### config.mk
export PLATFORM = sky130hd
export DESIGN_NAME = palette_hue_replace
export DESIGN_NICKNAME = d
export VERILOG_FILES = /design/src/hw/rtl/phr_pkg.sv /design/src/hw/rtl/phr_div.sv /design/src/hw/rtl/phr_hue.sv /design/src/hw/rtl/phr_pipe.sv /design/src/hw/rtl/palette_hue_replace.sv
export SDC_FILE = /design/constraint.sdc
export NUM_CORES = 1
export LEC_CHECK = 0
export CAP_MARGIN = 20
export CORE_MARGIN = 2
export CORE_UTILIZATION = 63
export CTS_CLUSTER_DIAMETER = 80
export DETAILED_ROUTE_END_ITERATION = 7
export DONT_BUFFER_PORTS = 1
export PLACE_DENSITY = 0.76
export SETUP_SLACK_MARGIN = 0.02
export SLEW_MARGIN = 0
export SYNTH_ARGS = -nofsm -noshare
export SYNTH_HDL_FRONTEND = slang
export SYNTH_HIERARCHICAL = 1
export SYNTH_SLANG_ARGS = --single-unit
### constraint.sdc
create_clock -name clk -period 8.71 [get_ports clk]
set_input_delay 2.1775 -clock clk [delete_from_list [all_inputs] [get_ports clk]]
set_output_delay 2.1775 -clock clk [all_outputs]
set_load 0.02 [all_outputs]
### src/hw/rtl/phr_pkg.sv
package phr_pkg;

    // fixed point fraction bits of hue and sector ratio
    localparam int FRACTION_BITS_DEF = 16;

    // configuration register indexes
    localparam logic [1:0] CFG_NEW_HUE     = 2'd0;
    localparam logic [1:0] CFG_FIRST_ENTRY = 2'd1;
    localparam logic [1:0] CFG_LAST_ENTRY  = 2'd2;

    // register reset values
    localparam logic [7:0] NEW_HUE_RST     = 8'd30;
    localparam logic [7:0] FIRST_ENTRY_RST = 8'd192;
    localparam logic [7:0] LAST_ENTRY_RST  = 8'd223;

    // what a recolored channel takes
    typedef enum logic [1:0] {
        ROLE_LO,
        ROLE_HI,
        ROLE_MIX
    } role_t;

    // hue and ratio precompute sequencer
    typedef enum logic [2:0] {
        HS_START_HUE,
        HS_HUE_FRAC,
        HS_SECTOR,
        HS_DIV_RATIO,
        HS_IDLE
    } hue_state_t;

    // settings handed from the control side to the datapath
    typedef struct packed {
        logic [7:0] first_entry;
        logic [7:0] last_entry;
        role_t      red_role;
        role_t      green_role;
        role_t      blue_role;
    } settings_t;

endpackage

### src/hw/rtl/phr_div.sv
module phr_div #(
    parameter int DW = 41,
    parameter int VW = 25
) (
    input  logic          clk,
    input  logic          rst_n,
    input  logic          start,
    input  logic [DW-1:0] dividend,
    input  logic [VW-1:0] divisor,
    output logic          done,
    output logic [DW-1:0] quotient
);

    localparam int CW = (DW > 1) ? $clog2(DW) : 1;

    logic          busy_reg;
    logic          busy_next;
    logic          done_reg;
    logic          done_next;
    logic [CW-1:0] count_reg;
    logic [CW-1:0] count_next;
    logic [DW-1:0] quo_reg;
    logic [DW-1:0] quo_next;
    logic [VW-1:0] rem_reg;
    logic [VW-1:0] rem_next;
    logic [VW-1:0] divisor_reg;
    logic [VW:0]   rem_shift;
    logic [VW+1:0] trial;

    // one restoring step per cycle, quotient shifts in as dividend shifts out
    always_comb
    begin
        rem_shift  = {rem_reg, quo_reg[DW-1]};
        trial      = {1'b0, rem_shift} - {2'b00, divisor_reg};
        busy_next  = busy_reg;
        done_next  = 1'b0;
        count_next = count_reg;
        quo_next   = quo_reg;
        rem_next   = rem_reg;
        if (start)
        begin
            busy_next  = 1'b1;
            count_next = '0;
            quo_next   = dividend;
            rem_next   = '0;
        end
        else if (busy_reg)
        begin
            if (trial[VW+1])
            begin
                rem_next = rem_shift[VW-1:0];
                quo_next = {quo_reg[DW-2:0], 1'b0};
            end
            else
            begin
                rem_next = trial[VW-1:0];
                quo_next = {quo_reg[DW-2:0], 1'b1};
            end
            count_next = count_reg + 1'b1;
            if (count_reg == CW'(DW - 1))
            begin
                busy_next = 1'b0;
                done_next = 1'b1;
            end
        end
    end

    always_ff @(posedge clk or negedge rst_n)
    begin
        if (!rst_n)
        begin
            busy_reg  <= 1'b0;
            done_reg  <= 1'b0;
            count_reg <= '0;
        end
        else
        begin
            busy_reg  <= busy_next;
            done_reg  <= done_next;
            count_reg <= count_next;
        end
    end

    always_ff @(posedge clk)
    begin
        quo_reg <= quo_next;
        rem_reg <= rem_next;
        if (start)
        begin
            divisor_reg <= divisor;
        end
    end

    assign done     = done_reg;
    assign quotient = quo_reg;

endmodule

### src/hw/rtl/phr_hue.sv
module phr_hue #(
    parameter int FRACTION_BITS = phr_pkg::FRACTION_BITS_DEF
) (
    input  logic                    clk,
    input  logic                    rst_n,
    input  logic                    cfg_write,
    input  logic [1:0]              cfg_index,
    input  logic [7:0]              cfg_data,
    output phr_pkg::settings_t      settings,
    output logic [FRACTION_BITS:0]  ratio,
    output logic                    busy
);

    localparam int HW = FRACTION_BITS + 9;
    localparam int DW = 2 * FRACTION_BITS + 9;
    localparam int RW = FRACTION_BITS + 1;

    localparam logic [HW-1:0] DEG60  = HW'(60) << FRACTION_BITS;
    localparam logic [HW-1:0] DEG120 = HW'(120) << FRACTION_BITS;
    localparam logic [HW-1:0] DEG180 = HW'(180) << FRACTION_BITS;
    localparam logic [HW-1:0] DEG240 = HW'(240) << FRACTION_BITS;
    localparam logic [HW-1:0] DEG300 = HW'(300) << FRACTION_BITS;
    localparam logic [HW-1:0] DEG360 = HW'(360) << FRACTION_BITS;
    localparam logic [RW-1:0] RATIO_ONE   = RW'(1) << FRACTION_BITS;

    // 360 * ceil(2^25 / 255): exact floor(new_hue * 360 / 255) for every 8-bit hue
    localparam logic [33:0] HUE_RECIP       = 34'd47371320;
    localparam int          HUE_RECIP_SHIFT = 25;

    phr_pkg::hue_state_t state_reg;
    phr_pkg::hue_state_t state_next;

    logic [7:0]    new_hue_reg;
    logic [7:0]    first_entry_reg;
    logic [7:0]    last_entry_reg;
    logic [8:0]    hue_whole_reg;
    logic [HW-1:0] h_reg;
    logic [RW-1:0] ratio_reg;
    logic          den_zero_reg;
    phr_pkg::role_t red_role_reg;
    phr_pkg::role_t green_role_reg;
    phr_pkg::role_t blue_role_reg;

    logic [8:0]    hue_whole;
    logic [7:0]    hue_low;
    logic [7:0]    hue_rem;
    logic [31:0]   hue_rep;
    logic [HW-1:0] h_next;
    logic [HW-1:0] num;
    logic [HW-1:0] den;
    phr_pkg::role_t red_role;
    phr_pkg::role_t green_role;
    phr_pkg::role_t blue_role;

    logic          div_start;
    logic [DW-1:0] div_dividend;
    logic [HW-1:0] div_divisor;
    logic          div_done;
    logic [DW-1:0] div_quotient;

    // configuration registers
    always_ff @(posedge clk or negedge rst_n)
    begin
        if (!rst_n)
        begin
            new_hue_reg     <= phr_pkg::NEW_HUE_RST;
            first_entry_reg <= phr_pkg::FIRST_ENTRY_RST;
            last_entry_reg  <= phr_pkg::LAST_ENTRY_RST;
        end
        else if (cfg_write)
        begin
            case (cfg_index)
                phr_pkg::CFG_NEW_HUE:     new_hue_reg     <= cfg_data;
                phr_pkg::CFG_FIRST_ENTRY: first_entry_reg <= cfg_data;
                phr_pkg::CFG_LAST_ENTRY:  last_entry_reg  <= cfg_data;
                default:                  ;
            endcase
        end
    end

    // whole degrees by reciprocal multiply
    assign hue_whole = 9'((34'(new_hue_reg) * HUE_RECIP) >> HUE_RECIP_SHIFT);
    assign hue_low   = 8'(17'(new_hue_reg) * 17'd360);
    // x - 255*q equals x + q modulo 256, and the remainder stays below 255
    assign hue_rem   = hue_low + hue_whole_reg[7:0];
    // rem/255 in binary is the byte rem repeated
    assign hue_rep   = {4{hue_rem}};
    assign h_next    = (HW'(hue_whole_reg) << FRACTION_BITS)
                     + HW'(hue_rep >> (32 - FRACTION_BITS));

    // sector selection from the hue in degrees
    always_comb
    begin
        if (h_reg <= DEG120)
        begin
            blue_role = phr_pkg::ROLE_LO;
            if (h_reg < DEG60)
            begin
                red_role   = phr_pkg::ROLE_HI;
                green_role = phr_pkg::ROLE_MIX;
                num        = h_reg;
                den        = DEG120 - h_reg;
            end
            else
            begin
                green_role = phr_pkg::ROLE_HI;
                red_role   = phr_pkg::ROLE_MIX;
                num        = DEG120 - h_reg;
                den        = h_reg;
            end
        end
        else if (h_reg <= DEG240)
        begin
            red_role = phr_pkg::ROLE_LO;
            if (h_reg < DEG180)
            begin
                green_role = phr_pkg::ROLE_HI;
                blue_role  = phr_pkg::ROLE_MIX;
                num        = h_reg - DEG120;
                den        = DEG240 - h_reg;
            end
            else
            begin
                blue_role  = phr_pkg::ROLE_HI;
                green_role = phr_pkg::ROLE_MIX;
                num        = DEG240 - h_reg;
                den        = h_reg - DEG120;
            end
        end
        else
        begin
            green_role = phr_pkg::ROLE_LO;
            if (h_reg < DEG300)
            begin
                blue_role = phr_pkg::ROLE_HI;
                red_role  = phr_pkg::ROLE_MIX;
                num       = h_reg - DEG240;
                den       = DEG360 - h_reg;
            end
            else
            begin
                red_role  = phr_pkg::ROLE_HI;
                blue_role = phr_pkg::ROLE_MIX;
                num       = DEG360 - h_reg;
                den       = h_reg - DEG240;
            end
        end
    end

    // sequencer: whole degrees, fraction bits, sector roles, then ratio = num/den on the divider
    always_comb
    begin
        state_next   = state_reg;
        div_start    = 1'b0;
        div_dividend = {num, {FRACTION_BITS{1'b0}}};
        div_divisor  = den;
        case (state_reg)
            phr_pkg::HS_START_HUE:
            begin
                state_next = phr_pkg::HS_HUE_FRAC;
            end
            phr_pkg::HS_HUE_FRAC:
            begin
                state_next = phr_pkg::HS_SECTOR;
            end
            phr_pkg::HS_SECTOR:
            begin
                div_start  = 1'b1;
                state_next = phr_pkg::HS_DIV_RATIO;
            end
            phr_pkg::HS_DIV_RATIO:
            begin
                if (div_done)
                begin
                    state_next = phr_pkg::HS_IDLE;
                end
            end
            phr_pkg::HS_IDLE:
            begin
                state_next = phr_pkg::HS_IDLE;
            end
            default:
            begin
                state_next = phr_pkg::HS_START_HUE;
            end
        endcase
        // a hue write restarts the precompute
        if (cfg_write && cfg_index == phr_pkg::CFG_NEW_HUE)
        begin
            state_next = phr_pkg::HS_START_HUE;
        end
    end

    always_ff @(posedge clk or negedge rst_n)
    begin
        if (!rst_n)
        begin
            state_reg <= phr_pkg::HS_START_HUE;
        end
        else
        begin
            state_reg <= state_next;
        end
    end

    always_ff @(posedge clk)
    begin
        if (state_reg == phr_pkg::HS_START_HUE)
        begin
            hue_whole_reg <= hue_whole;
        end
        if (state_reg == phr_pkg::HS_HUE_FRAC)
        begin
            h_reg <= h_next;
        end
        if (state_reg == phr_pkg::HS_SECTOR)
        begin
            red_role_reg   <= red_role;
            green_role_reg <= green_role;
            blue_role_reg  <= blue_role;
            den_zero_reg   <= (den == '0);
        end
        if (state_reg == phr_pkg::HS_DIV_RATIO && div_done)
        begin
            // zero denominator guard: blend falls back to the floor
            ratio_reg <= den_zero_reg ? '0 : div_quotient[RW-1:0];
        end
    end

    phr_div #(
        .DW (DW),
        .VW (HW)
    ) u_div (
        .clk      (clk),
        .rst_n    (rst_n),
        .start    (div_start),
        .dividend (div_dividend),
        .divisor  (div_divisor),
        .done     (div_done),
        .quotient (div_quotient)
    );

    assign settings.first_entry = first_entry_reg;
    assign settings.last_entry  = last_entry_reg;
    assign settings.red_role    = red_role_reg;
    assign settings.green_role  = green_role_reg;
    assign settings.blue_role   = blue_role_reg;
    assign ratio                = ratio_reg;
    assign busy                 = (state_reg != phr_pkg::HS_IDLE);

    // sector ratios never exceed one
    a_ratio_le_one: assert property (@(posedge clk) disable iff (!rst_n)
        (state_reg == phr_pkg::HS_IDLE) |-> (ratio_reg <= RATIO_ONE))
        else $error("sector ratio above one");

    // the ratio is only taken after the division completes
    a_done_to_idle: assert property (@(posedge clk) disable iff (!rst_n)
        ($rose(state_reg == phr_pkg::HS_IDLE)) |-> $past(div_done))
        else $error("precompute finished without divider done");

endmodule

### src/hw/rtl/phr_pipe.sv
module phr_pipe #(
    parameter int FRACTION_BITS = phr_pkg::FRACTION_BITS_DEF
) (
    input  logic                   clk,
    input  logic                   rst_n,
    input  logic                   hold,
    input  phr_pkg::settings_t     settings,
    input  logic [FRACTION_BITS:0] ratio,
    input  logic                   in_valid,
    output logic                   in_ready,
    input  logic [7:0]             entry_index,
    input  logic [7:0]             red_in,
    input  logic [7:0]             green_in,
    input  logic [7:0]             blue_in,
    output logic                   out_valid,
    input  logic                   out_ready,
    output logic [7:0]             red_out,
    output logic [7:0]             green_out,
    output logic [7:0]             blue_out,
    output logic                   recoloured
);

    localparam int PW = FRACTION_BITS + 9;

    // stage 1: range check, max and min
    logic       s1_valid_reg;
    logic       s1_rec_reg;
    logic [7:0] s1_r_reg;
    logic [7:0] s1_g_reg;
    logic [7:0] s1_b_reg;
    logic [7:0] s1_hi_reg;
    logic [7:0] s1_lo_reg;
    // stage 2: span times ratio
    logic          s2_valid_reg;
    logic          s2_rec_reg;
    logic [7:0]    s2_r_reg;
    logic [7:0]    s2_g_reg;
    logic [7:0]    s2_b_reg;
    logic [7:0]    s2_hi_reg;
    logic [7:0]    s2_lo_reg;
    logic [PW-1:0] s2_prod_reg;
    // stage 3: output register
    logic       s3_valid_reg;
    logic       s3_rec_reg;
    logic [7:0] s3_r_reg;
    logic [7:0] s3_g_reg;
    logic [7:0] s3_b_reg;

    logic       ready1;
    logic       ready2;
    logic       ready3;
    logic       in_range;
    logic [7:0] max_rg;
    logic [7:0] min_rg;
    logic [7:0] hi_next;
    logic [7:0] lo_next;
    logic [7:0] span;
    logic [PW-1:0] prod_next;
    logic [7:0] mix;
    logic [7:0] r_next;
    logic [7:0] g_next;
    logic [7:0] b_next;

    assign ready3   = !s3_valid_reg || out_ready;
    assign ready2   = !s2_valid_reg || ready3;
    assign ready1   = !s1_valid_reg || ready2;
    assign in_ready = ready1 && !hold;

    assign in_range = (entry_index >= settings.first_entry)
                   && (entry_index <= settings.last_entry);
    assign max_rg   = (red_in > green_in) ? red_in : green_in;
    assign min_rg   = (red_in < green_in) ? red_in : green_in;
    assign hi_next  = (blue_in > max_rg) ? blue_in : max_rg;
    assign lo_next  = (blue_in < min_rg) ? blue_in : min_rg;

    assign span      = s1_hi_reg - s1_lo_reg;
    assign prod_next = PW'(ratio) * PW'(span);

    assign mix = s2_lo_reg + s2_prod_reg[FRACTION_BITS +: 8];

    function automatic logic [7:0] pick(input phr_pkg::role_t role, input logic [7:0] lo,
                                        input logic [7:0] hi, input logic [7:0] mid);
        logic [7:0] value;
        case (role)
            phr_pkg::ROLE_LO:  value = lo;
            phr_pkg::ROLE_HI:  value = hi;
            phr_pkg::ROLE_MIX: value = mid;
            default:           value = lo;
        endcase
        return value;
    endfunction

    always_comb
    begin
        if (s2_rec_reg)
        begin
            r_next = pick(settings.red_role, s2_lo_reg, s2_hi_reg, mix);
            g_next = pick(settings.green_role, s2_lo_reg, s2_hi_reg, mix);
            b_next = pick(settings.blue_role, s2_lo_reg, s2_hi_reg, mix);
        end
        else
        begin
            r_next = s2_r_reg;
            g_next = s2_g_reg;
            b_next = s2_b_reg;
        end
    end

    always_ff @(posedge clk or negedge rst_n)
    begin
        if (!rst_n)
        begin
            s1_valid_reg <= 1'b0;
            s2_valid_reg <= 1'b0;
            s3_valid_reg <= 1'b0;
        end
        else
        begin
            if (ready1)
            begin
                s1_valid_reg <= in_valid && !hold;
            end
            if (ready2)
            begin
                s2_valid_reg <= s1_valid_reg;
            end
            if (ready3)
            begin
                s3_valid_reg <= s2_valid_reg;
            end
        end
    end

    always_ff @(posedge clk)
    begin
        if (ready1)
        begin
            s1_rec_reg <= in_range;
            s1_r_reg   <= red_in;
            s1_g_reg   <= green_in;
            s1_b_reg   <= blue_in;
            s1_hi_reg  <= hi_next;
            s1_lo_reg  <= lo_next;
        end
        if (ready2)
        begin
            s2_rec_reg  <= s1_rec_reg;
            s2_r_reg    <= s1_r_reg;
            s2_g_reg    <= s1_g_reg;
            s2_b_reg    <= s1_b_reg;
            s2_hi_reg   <= s1_hi_reg;
            s2_lo_reg   <= s1_lo_reg;
            s2_prod_reg <= prod_next;
        end
        if (ready3)
        begin
            s3_rec_reg <= s2_rec_reg;
            s3_r_reg   <= r_next;
            s3_g_reg   <= g_next;
            s3_b_reg   <= b_next;
        end
    end

    assign out_valid  = s3_valid_reg;
    assign red_out    = s3_r_reg;
    assign green_out  = s3_g_reg;
    assign blue_out   = s3_b_reg;
    assign recoloured = s3_rec_reg;

    a_accept_to_s1: assert property (@(posedge clk) disable iff (!rst_n)
        (in_valid && in_ready) |=> s1_valid_reg)
        else $error("accepted request not in stage 1");

    a_s1_to_s2: assert property (@(posedge clk) disable iff (!rst_n)
        (s1_valid_reg && ready2) |=> s2_valid_reg)
        else $error("stage 1 request lost");

    a_blend_in_span: assert property (@(posedge clk) disable iff (!rst_n)
        (s2_valid_reg && s2_rec_reg)
            |-> ({1'b0, s2_prod_reg[FRACTION_BITS +: 8]} <= {1'b0, s2_hi_reg - s2_lo_reg}))
        else $error("blend exceeds value");

endmodule

### src/hw/rtl/palette_hue_replace.sv
// palette_hue_replace: per-entry hue replacement over an index range
// s_axis entries reach m_axis_tvalid through the three pipeline registers
// throughput: one entry per cycle unless m_axis_tready stalls, no state between entries
// reset and every new_hue write: s_axis_tready stays low while the hue precompute runs:
// two hue steps, sector pick, then the serial ratio divider
// reset clears valid bits and loads new_hue 30, first_entry 192, last_entry 223
module palette_hue_replace #(
    parameter int FRACTION_BITS = phr_pkg::FRACTION_BITS_DEF
) (
    input  logic        clk,
    input  logic        rst_n,
    // input entries
    input  logic        s_axis_tvalid,
    output logic        s_axis_tready,
    input  logic [31:0] s_axis_tdata,   // entry_index, red_in, green_in, blue_in
    // result entries
    output logic        m_axis_tvalid,
    input  logic        m_axis_tready,
    output logic [23:0] m_axis_tdata,   // red_out, green_out, blue_out
    output logic [0:0]  m_axis_tuser,   // recoloured
    // register writes
    input  logic        cfg_valid,
    output logic        cfg_ready,
    input  logic [1:0]  cfg_index,
    input  logic [7:0]  cfg_data
);

    phr_pkg::settings_t     settings;
    logic [FRACTION_BITS:0] ratio;
    logic                   busy;
    logic                   cfg_write;
    logic [7:0]             red_out;
    logic [7:0]             green_out;
    logic [7:0]             blue_out;
    logic                   recoloured;

    // register writes are always taken
    assign cfg_ready = 1'b1;
    assign cfg_write = cfg_valid;

    // hue, sector roles and ratio only depend on the registers, so they are
    // computed once per hue change instead of per entry
    phr_hue #(
        .FRACTION_BITS (FRACTION_BITS)
    ) u_hue (
        .clk       (clk),
        .rst_n     (rst_n),
        .cfg_write (cfg_write),
        .cfg_index (cfg_index),
        .cfg_data  (cfg_data),
        .settings  (settings),
        .ratio     (ratio),
        .busy      (busy)
    );

    // per-entry pipeline: range and max/min, span multiply, blend and select
    phr_pipe #(
        .FRACTION_BITS (FRACTION_BITS)
    ) u_pipe (
        .clk         (clk),
        .rst_n       (rst_n),
        .hold        (busy),
        .settings    (settings),
        .ratio       (ratio),
        .in_valid    (s_axis_tvalid),
        .in_ready    (s_axis_tready),
        .entry_index (s_axis_tdata[7:0]),
        .red_in      (s_axis_tdata[15:8]),
        .green_in    (s_axis_tdata[23:16]),
        .blue_in     (s_axis_tdata[31:24]),
        .out_valid   (m_axis_tvalid),
        .out_ready   (m_axis_tready),
        .red_out     (red_out),
        .green_out   (green_out),
        .blue_out    (blue_out),
        .recoloured  (recoloured)
    );

    assign m_axis_tdata = {blue_out, green_out, red_out};
    assign m_axis_tuser = recoloured;

endmodule
==> results_dict.tcl <==
set metrics [dict create \
    status "finished, final reports clean" \
    hold_violations 0 \
    drt_iter0_markers 1154 \
    remaining_drc_errors 0 \
    clock-sinks 291 \
    postSynth.asyncResetShare 0.131 \
    synth_flop_cell "edfxtp_1" \
    synth-compound-area-share 0.116 \
    fin_util 0.683 \
    yosysSeqAreaShare 0.370 \
    grt_first_pass_wirelength_um 80000 \
    port_buffers 0 \
    vias 15674 \
    synthesis.area_um2 22500 \
    path_common_cell "inv_1" \
    synth_top_family_by_area "adder cells" \
    clk_root_buffer_cell "clkbuf_16" \
    crit_arrival_ns 6.60 \
    grt_max_degree 58 \
    clkTransAtPathRegs_ns 0.06 \
    tns_ns 0 \
    via_per_inst 5.98 \
    cts_setup_buffers 0 \
    yosys_warnings 6 \
    cts_max_path_buffers 3 \
    wl_per_cell_um 18.9 \
    cts_tree "yes" \
    critical_path_class "flip-flop to flip-flop" \
    syn_inst 2137 \
    core_um2 35300 \
    die_w_um 193 \
    setup_slack_ns 2.39 \
    synth-simple-area-share 0.122 \
    worst_path_max_delay_cell "fa_1" \
    max_freq_ghz 0.158 \
    dr.pass1.iters 5 \
    synthMuxAreaShare 0.0611 \
    yosys.area_share.adder 0.235 \
    post-route-period-util 0.726 \
    insertion_delay_ns 0.55 \
    critPathRequiredTime_ns 8.99 \
    antenna_found_initial 0 \
    cpPeakStageDelay_ns 0.53 \
    nNetsFinal 2522 \
    drv_cap 0 \
    ctsHoldBuffers 0 \
    fill_cells 2668 \
    synth-edff-count 228 \
    slew_violations 0 \
    start_util 0.636 \
    hp-class "flip-flop to flip-flop" \
    drive_above_1_share 0.0894 \
    num_antenna_cells 0 \
    dp_hpwl_um 37200 \
    syn_to_final_growth_pct 7.27 \
    overflow 0 \
    synth_cell_types 91 \
    die_h_um 193 \
    pre_cts_slack_ns 2.40 \
    ys_ff_latch 291 \
    grt.total_usage 0.272 \
    io_pins 75 \
    fp-row-count 69 \
    period_needed_ns 6.32 \
    final_antenna_net_count 0 \
    finClkSkew_ns 0.0327 \
    h-tree-depth 2 \
    relSlewSlack 0.355 \
    setup_viol_count_final 0 \
    tightest_slew_ns 0.966 \
    cp_max_fo 17 \
    cts_resized 0 \
    cts-buffers-inserted 36 \
    end_kind "flip-flop" \
    syn_avg_cell_area_um2 10.5 \
    dieArea_um2 37200 \
    gp_congestion 0.918 \
    largest_reg_flops 41 \
    start_kind "flip-flop" \
    totalWireLength_um 49500 \
    rsz0062_at_grt "false" \
    synth_xor_area_frac 0.0324 \
    grt_pass1_vias 15691 \
]
==> Yosys cell counts (21+ instances only) <==
library cell,number,area share
nand2_1,160,0.027
xor2_1,33,0.013
ha_1,218,0.12
o21ai_0,77,0.017
a211oi_1,29,0.0097
dfxtp_1,25,0.022
nor3_1,34,0.0076
clkbuf_1,42,0.0070
a31oi_1,21,0.0058
nor2b_1,35,0.0097
and2_1,79,0.022
inv_1,280,0.047
nand2b_1,21,0.0058
mux2i_1,46,0.020
nand3_1,43,0.0096
xnor2_1,50,0.019
nor2_1,96,0.016
a21oi_1,86,0.019
a21o_1,37,0.012
edfxtp_1,228,0.30
dfrtp_1,25,0.028
fa_1,127,0.11
mux2_2,75,0.038
==> logic make-up (layout without fill, tap and decap cells) <==
kind of cell | count (synthesis) | in the layout
flops | 291 | 291
simple gates | 538 | 538
buf+inv | 357 | 363
xor+xnor | 83 | 83
other cells | 2 | 17
fa+ha+maj | 345 | 345
mux | 126 | 126
compound gates | 395 | 395
==> per-stage QoR <==
stage               instances  instance area [µm²]  hold WS (ns)
CTS                      2615                24100         0.418
detailed placement       2549                22800         0.405
global placement         2549                22800         0.403
global route             2619                24100         0.423
floorplan                2152                22500         0.400
finish                   2619                24100         0.418
==> layout by cell type, fill, tap and decap left out, types with 10 or more instances in the layout <==
cell,instances
and2_1,79
ha_1,218
nor3_1,34
buf_4,15
nand3_1,42
edfxtp_1,228
mux2_2,75
a211oi_1,29
o21ai_0,77
dfstp_2,13
o21ai_1,14
a22oi_1,18
mux2i_1,46
dfrtp_1,25
xnor2_1,50
a31oi_1,21
nor2b_1,35
a21o_1,37
nor2_1,96
nand4_1,18
o211ai_1,10
nand2_1,159
nand2b_1,21
o21a_1,14
a221oi_1,12
o21bai_1,10
fa_1,127
inv_1,280
conb_1,17
dfxtp_1,25
clkbuf_16,38
xor2_1,33
a21oi_1,86
==> per-layer routing <==
| metal | up-vias | global-route usage | share of wire |
|---|---|---|---|
| li1 | 7441 | - | - |
| met1 | 7635 | 0.366 | 0.43 |
| met2 | 496 | 0.449 | 0.48 |
| met3 | 102 | 0.0402 | 0.055 |
| met4 | 0 | 0.0966 | 0.031 |
| met5 | - | 0 | 0 |
==> critical path, delay by kind of cell, from the launching register on <==
kind / cells / cell delay, ns
simple gates: 5 / 0.84
flops: 1 / 0.39
xor+xnor: 2 / 0.22
buf+inv: 7 / 0.56
compound gates: 6 / 1.07
fa+ha+maj: 7 / 2.98
==> area by class of cell <==
| type | count | area [µm²] | area share |
|---|---|---|---|
| Clock buffer | 46 | 991 | 0.0411 |
| Clock inverter | 20 | 229 | 0.00950 |
| Inverter | 280 | 1050 | 0.0436 |
| Multi-Input combinational cell | 1504 | 12800 | 0.531 |
| Sequential cell | 291 | 8310 | 0.345 |
| Tap cell | 461 | 577 | 0.0239 |
| Timing Repair Buffer | 17 | 144 | 0.00597 |
==> worst paths after layout <==
path                                startpoint  slack (ns)                        to  cells past startpoint
max                        u_pipe/s1_hi_reg[0]        2.39    u_pipe/s2_prod_reg[23]                     27
min                         u_pipe/s1_r_reg[2]        0.42        u_pipe/s2_r_reg[2]                      0
max reg2reg                u_pipe/s1_hi_reg[0]        2.39    u_pipe/s2_prod_reg[23]                     27
min reg2reg                 u_pipe/s1_r_reg[2]        0.42        u_pipe/s2_r_reg[2]                      0
max in group asynchronous                rst_n        7.20   u_hue/last_entry_reg[0]                      0
min in group asynchronous                rst_n        1.32  u_hue/first_entry_reg[5]                      0
Power is not shown: default switching activity piles up to over one toggle a cycle in this logic, so the estimate is an artifact.
